--- config.mk ---
export PLATFORM = sky130hd
export DESIGN_NAME = matvt_vel_scale
export DESIGN_NICKNAME = d
export VERILOG_FILES = /design/src/rtl/matvt_pkg.sv /design/src/rtl/matvt_vel_scale.sv
export SDC_FILE = /design/constraint.sdc
export NUM_CORES = 2
export LEC_CHECK = 0
export ABC_AREA = 1
export BUFFER_PORTS_ARGS = -buffer_cell sky130_fd_sc_hd__clkbuf_2
export CAP_MARGIN = 10
export CORE_ASPECT_RATIO = 0.7
export CORE_UTILIZATION = 50
export DETAILED_ROUTE_END_ITERATION = 6
export PLACE_DENSITY = 0.66
export SYNTH_ARGS = -nofsm -noshare
export SYNTH_HDL_FRONTEND = slang
export SYNTH_SLANG_ARGS = --single-unit
--- constraint.sdc ---
create_clock -name clk -period 22.7 [get_ports clk]
set_input_delay 4.54 -clock clk [delete_from_list [all_inputs] [get_ports clk]]
set_output_delay 4.54 -clock clk [all_outputs]
set_load 0.01 [all_outputs]
--- src/rtl/matvt_pkg.sv ---
// shared constants, payload types and control structs for the multiturn angle tracker
package matvt_pkg;

  // default configuration of the tracker
  localparam int ANGLE_BITS_DEF = 16;
  localparam int WINDOW_LEN_DEF = 40;

  // fixed field widths
  localparam int RAW_W      = 16;
  localparam int TURN_W     = 32;
  localparam int POS_W      = 48;
  localparam int DELTA_W    = 49;
  localparam int CHANGE_W   = 50;
  localparam int SUM_W      = 56;
  localparam int GAIN_W     = 32;
  localparam int VEL_W      = 32;
  localparam int GAIN_SHIFT = 24;
  localparam int LO_W       = 32;
  localparam int HI_W       = SUM_W - LO_W;

  // input beat
  typedef struct packed {
    logic [RAW_W-1:0] raw_angle;
  } sample_t;

  // output beat
  typedef struct packed {
    logic signed [TURN_W-1:0] turns;
    logic signed [POS_W-1:0]  position_counts;
    logic signed [VEL_W-1:0]  velocity;
  } result_t;

  // stage load enables for the velocity scaler
  typedef struct packed {
    logic ld_mag;
    logic ld_prod;
    logic ld_quot;
    logic ld_out;
  } scale_ctrl_t;

endpackage

--- src/rtl/matvt_vel_scale.sv ---
// pipelined signed window sum times unsigned gain, shift, floor and saturate
module matvt_vel_scale (
  input  logic                             clk,
  input  matvt_pkg::scale_ctrl_t           ctrl,
  input  logic [matvt_pkg::GAIN_W-1:0]     gain,
  input  logic signed [matvt_pkg::SUM_W-1:0] window_sum,
  output logic signed [matvt_pkg::VEL_W-1:0] velocity
);
  import matvt_pkg::*;

  localparam int PLO_W = LO_W + GAIN_W;
  localparam int PHI_W = HI_W + GAIN_W;
  localparam int Q_W   = 64;
  localparam logic [Q_W-1:0] POS_LIMIT = Q_W'((64'd1 << (VEL_W - 1)) - 64'd1);
  localparam logic [Q_W-1:0] NEG_LIMIT = Q_W'(64'd1 << (VEL_W - 1));
  localparam logic [VEL_W-1:0] VEL_MAX = {1'b0, {(VEL_W-1){1'b1}}};
  localparam logic [VEL_W-1:0] VEL_MIN = {1'b1, {(VEL_W-1){1'b0}}};

  logic             neg_m;
  logic [SUM_W-1:0] mag;
  logic             neg_p;
  logic [PLO_W-1:0] plo;
  logic [PHI_W-1:0] phi;
  logic             neg_q;
  logic             rem;
  logic [Q_W-1:0]   quot;
  logic [Q_W-1:0]   quot_next;
  logic [VEL_W-1:0] vel_next;

  // sign and magnitude of the window sum
  always_ff @(posedge clk) begin
    if (ctrl.ld_mag) begin
      neg_m <= window_sum[SUM_W-1];
      mag   <= window_sum[SUM_W-1] ? SUM_W'(-window_sum) : SUM_W'(window_sum);
    end
  end

  // two partial products, low word and high word of the magnitude
  always_ff @(posedge clk) begin
    if (ctrl.ld_prod) begin
      neg_p <= neg_m;
      plo   <= PLO_W'(mag[LO_W-1:0]) * PLO_W'(gain);
      phi   <= PHI_W'(mag[SUM_W-1:LO_W]) * PHI_W'(gain);
    end
  end

  // recombine and shift right by the gain fraction
  assign quot_next = (Q_W'(phi) << (LO_W - GAIN_SHIFT)) + Q_W'(plo[PLO_W-1:GAIN_SHIFT]);

  always_ff @(posedge clk) begin
    if (ctrl.ld_quot) begin
      neg_q <= neg_p;
      rem   <= |plo[GAIN_SHIFT-1:0];
      quot  <= quot_next;
    end
  end

  // floor toward minus infinity and saturate
  always_comb begin
    if (!neg_q) begin
      vel_next = (quot > POS_LIMIT) ? VEL_MAX : quot[VEL_W-1:0];
    end else if ((quot >= NEG_LIMIT) || (rem && (quot == POS_LIMIT))) begin
      vel_next = VEL_MIN;
    end else if (rem) begin
      vel_next = ~quot[VEL_W-1:0];
    end else begin
      vel_next = ~quot[VEL_W-1:0] + VEL_W'(1);
    end
  end

  always_ff @(posedge clk) begin
    if (ctrl.ld_out) begin
      velocity <= vel_next;
    end
  end

endmodule

==> summary.md <==
| Metric | Value |
|---|---|
| Die Wd | `474 um` |
| CTS Hold Bufs | `0` |
| Fmax | `0.0845 GHz` |
| Num rows | `120` |
| Vertical extent of the die | `332 um` |
| Failing checks | `design-rule violations` |
| Final Hold Fails | `0` |
| Critical-path maximum fanout | `34` |
| Cell area after layout | `81600 um2` |
| Die outline area | `158000 um2` |
| Min-delay worst type | `register to register` |
| Synth Register Bits | `276` |
| Distinct cells, synth | `44` |
| Count of nets left with antenna violations after detail routing | `0` |
| Global-route wire length before repair | `378000 um` |
| Setup CP Type | `input port to register` |
| Initial antenna violation count | `4` |
| Post-detail-place hpwl | `190000 um` |
| Overflow left after global routing | `0` |
| Number of clock sinks | `276` |
| Via-per-instance ratio | `5.17` |
| Count of placed standard cells including taps | `12319` |
| Sequential share of the synthesized area | `0.106` |
| Number of clock buffers inserted by TritonCTS | `31` |
| Synthesized instance count | `10394` |
| Signed area change from the synthesized netlist to the final layout | `4.70%` |
| Cell-by-cell trace of the critical path | `clkbuf_2 > buf_4 > nand2_1 > fa_1 > inv_1 > fa_1 > inv_1 > fa_1 > inv_1 > fa_1 > fa_1 > fa_1 > fa_1 > fa_1 > ha_1 > nand2_1 > nor2_1 > nand2_1 > inv_1 > a21oi_1 > nand2_1 > xor2_1` |
| # nets final | `12406` |
| Final clock skew | `0.0195 ns` |
| Required time at the worst-slack endpoint | `23.12 ns` |
| Number of max-slew violations in the final report | `0` |
| Unrepaired setup endpoints after global routing | `false` |
| Number of global-route vias before repair | `66487` |
| I/O pin count | `125` |
| Worst hold path cell count | `0` |
| Count of final setup violators | `0` |
| Peak per-stage delay on the critical path | `0.65 ns` |
| Critical path's most frequent cell | `fa_1` |
| Port Buf Inserts | `124` |
| Routed via count | `63965` |
| Per-cell routed wire length | `19.2 um` |
| Post-synthesis instance area | `78000 um2` |
| Most used flip-flop cell after synthesis | `edfxtp_1` |
| Starting Density | `0.507` |
| Kind of cell with the highest combined delay on the critical path | `adder cells` |
| Startpoint kind of the worst setup timing path | `input port` |
| Minimum hold slack | `0.422 ns` |
| Max-capacitance violation count | `0` |
| Crit path capture type | `register` |
| Synth async-reset ratio | `0` |
| Data arrival time of the critical path | `12.25 ns` |
| Pin count of the biggest net entering global routing | `67` |
| Weighted congestion reported at the end of routability-driven placement | `0.998` |
| Placed inst area | `80500 um2` |
| Avg Synthesized Cell Area | `7.50 um2` |
| Length of the first detailed-routing pass in iterations | `7` |
| Post-Route WL | `238000 um` |
| Share of the cycle needed by the critical path after routing | `0.522` |
| Clock period minus final worst setup slack | `11.84 ns` |
| Most used cells in the layout excluding fill and tap cells | `nand2_1, inv_1, fa_1` |
| Detailed Route Iter0 Violations | `6225` |
| Placeable core region | `154000 um2` |
| Number of warnings reported in the yosys synthesis log | `0` |
| Net Count, Synth | `12522` |
| Number of levels in the clock H-tree | `1` |
| CTS Buffer Depth | `3` |
| DRC violation count after routing | `1` |
| Critical path buffer and inverter count | `6` |
| Clock tree from TritonCTS | `yes` |
| Clock root buffer | `clkbuf_16` |
| Most common cell after layout, fill and taps aside | `nand2_1` |
| Clock slew seen by the registers of the worst setup and hold paths | `0.07 ns` |
| Slew margin rel. | `0.293` |
| Post-CTS Setup Bufs | `0` |
| Slew at the pin closest to its max-slew limit | `1.06 ns` |
| Fraction of layout instances using a drive strength above 1 | `0.0394` |
| Cell with the largest stage delay on the worst path | `buf_4` |
| Post-cts resize count | `0` |
| Clock insertion delay at the later pin of the skew report | `0.67 ns` |
| Total global-route track usage | `0.312` |
| Status | `finished, violations left` |
| Post-Route Setup TNS | `0 ns` |
| Post-layout instance count excluding filler cells | `12382` |
| Post-synth EDFFs | `276` |
| Cell depth of the worst setup path | `22` |
| Cell depth of the worst flop-to-flop path | `21` |
stage by stage:
stage	setup slack, ns	utilization
6_report	10.86	0.531
5_1_grt	10.71	0.530
4_1_cts	11.07	0.530
3_5_place_dp	10.36	0.523
3_3_place_gp	10.41	0.523
2_1_floorplan	11.99	-
metal layers:
metal,GRT usage,up-vias,wire [um]
li1,-,29016,-
met1,0.469,31584,107000
met2,0.462,3017,99400
met3,0.0648,340,25400
met4,0.0642,8,5590
met5,0,-,271
worst paths after layout:
| kind | endpoint | from | slack [ns] |
|---|---|---|---|
| max reg2reg | plo[31]$_DFFE_PP_ | mag[7]$_DFFE_PP_ | 15.13 |
| min reg2reg | neg_q$_DFFE_PP_ | neg_p$_DFFE_PP_ | 0.42 |
| max | plo[31]$_DFFE_PP_ | gain[24] | 10.86 |
| min | neg_q$_DFFE_PP_ | neg_p$_DFFE_PP_ | 0.42 |
sequential cells by signal, indices dropped and copies added, names as in the netlist:
signal	count
quot	64
neg_p	1
rem	1
velocity	32
phi	56
neg_q	1
plo	64
neg_m	1
mag	56
Yosys cell counts, drive strengths merged, types with 2 or more instances:
| cell type | instances | share of area |
|---|---|---|
| o21ai | 111 | 0.0073 |
| o31ai | 3 | 0.00035 |
| and3 | 3 | 0.00024 |
| nand4 | 66 | 0.0055 |
| nand2 | 3287 | 0.16 |
| nor4 | 14 | 0.0011 |
| inv | 3188 | 0.15 |
| ha | 480 | 0.077 |
| nor3 | 53 | 0.0043 |
| o21bai | 26 | 0.0026 |
| clkinv | 2 | 0.000096 |
| xnor2 | 15 | 0.0017 |
| and2 | 4 | 0.00032 |
| buf | 115 | 0.0056 |
| edfxtp | 276 | 0.11 |
| fa | 1555 | 0.40 |
| xor2 | 139 | 0.016 |
| nand3b | 9 | 0.00091 |
| nand3 | 226 | 0.015 |
| or2 | 3 | 0.00024 |
| clkbuf | 258 | 0.012 |
| a21oi | 126 | 0.0081 |
| nor2 | 429 | 0.023 |
| a21boi | 2 | 0.00019 |
layout make-up:
cell class                      instances  area [um2]
Clock buffer                           32         779
Timing Repair Buffer                  224        1370
Inverter                             3190       12000
Antenna cell                            6        15.0
Tap cell                             2074        2590
Clock inverter                         25         307
Fill cell                           14953       72300
Multi-Input combinational cell       6555       56300
Sequential cell                       276        8290
logic make-up after synthesis:
logic type               synth area share
XOR/XNOR                           0.0173
buffers and inverters               0.172
AND/OR/NAND/NOR                     0.210
flip-flops                          0.106
AO/OA/AOI/OAI                      0.0187
adder cells (fa/ha/maj)             0.476
Power is not shown: default switching activity piles up to over one toggle a cycle in this logic, so the estimate is an artifact.
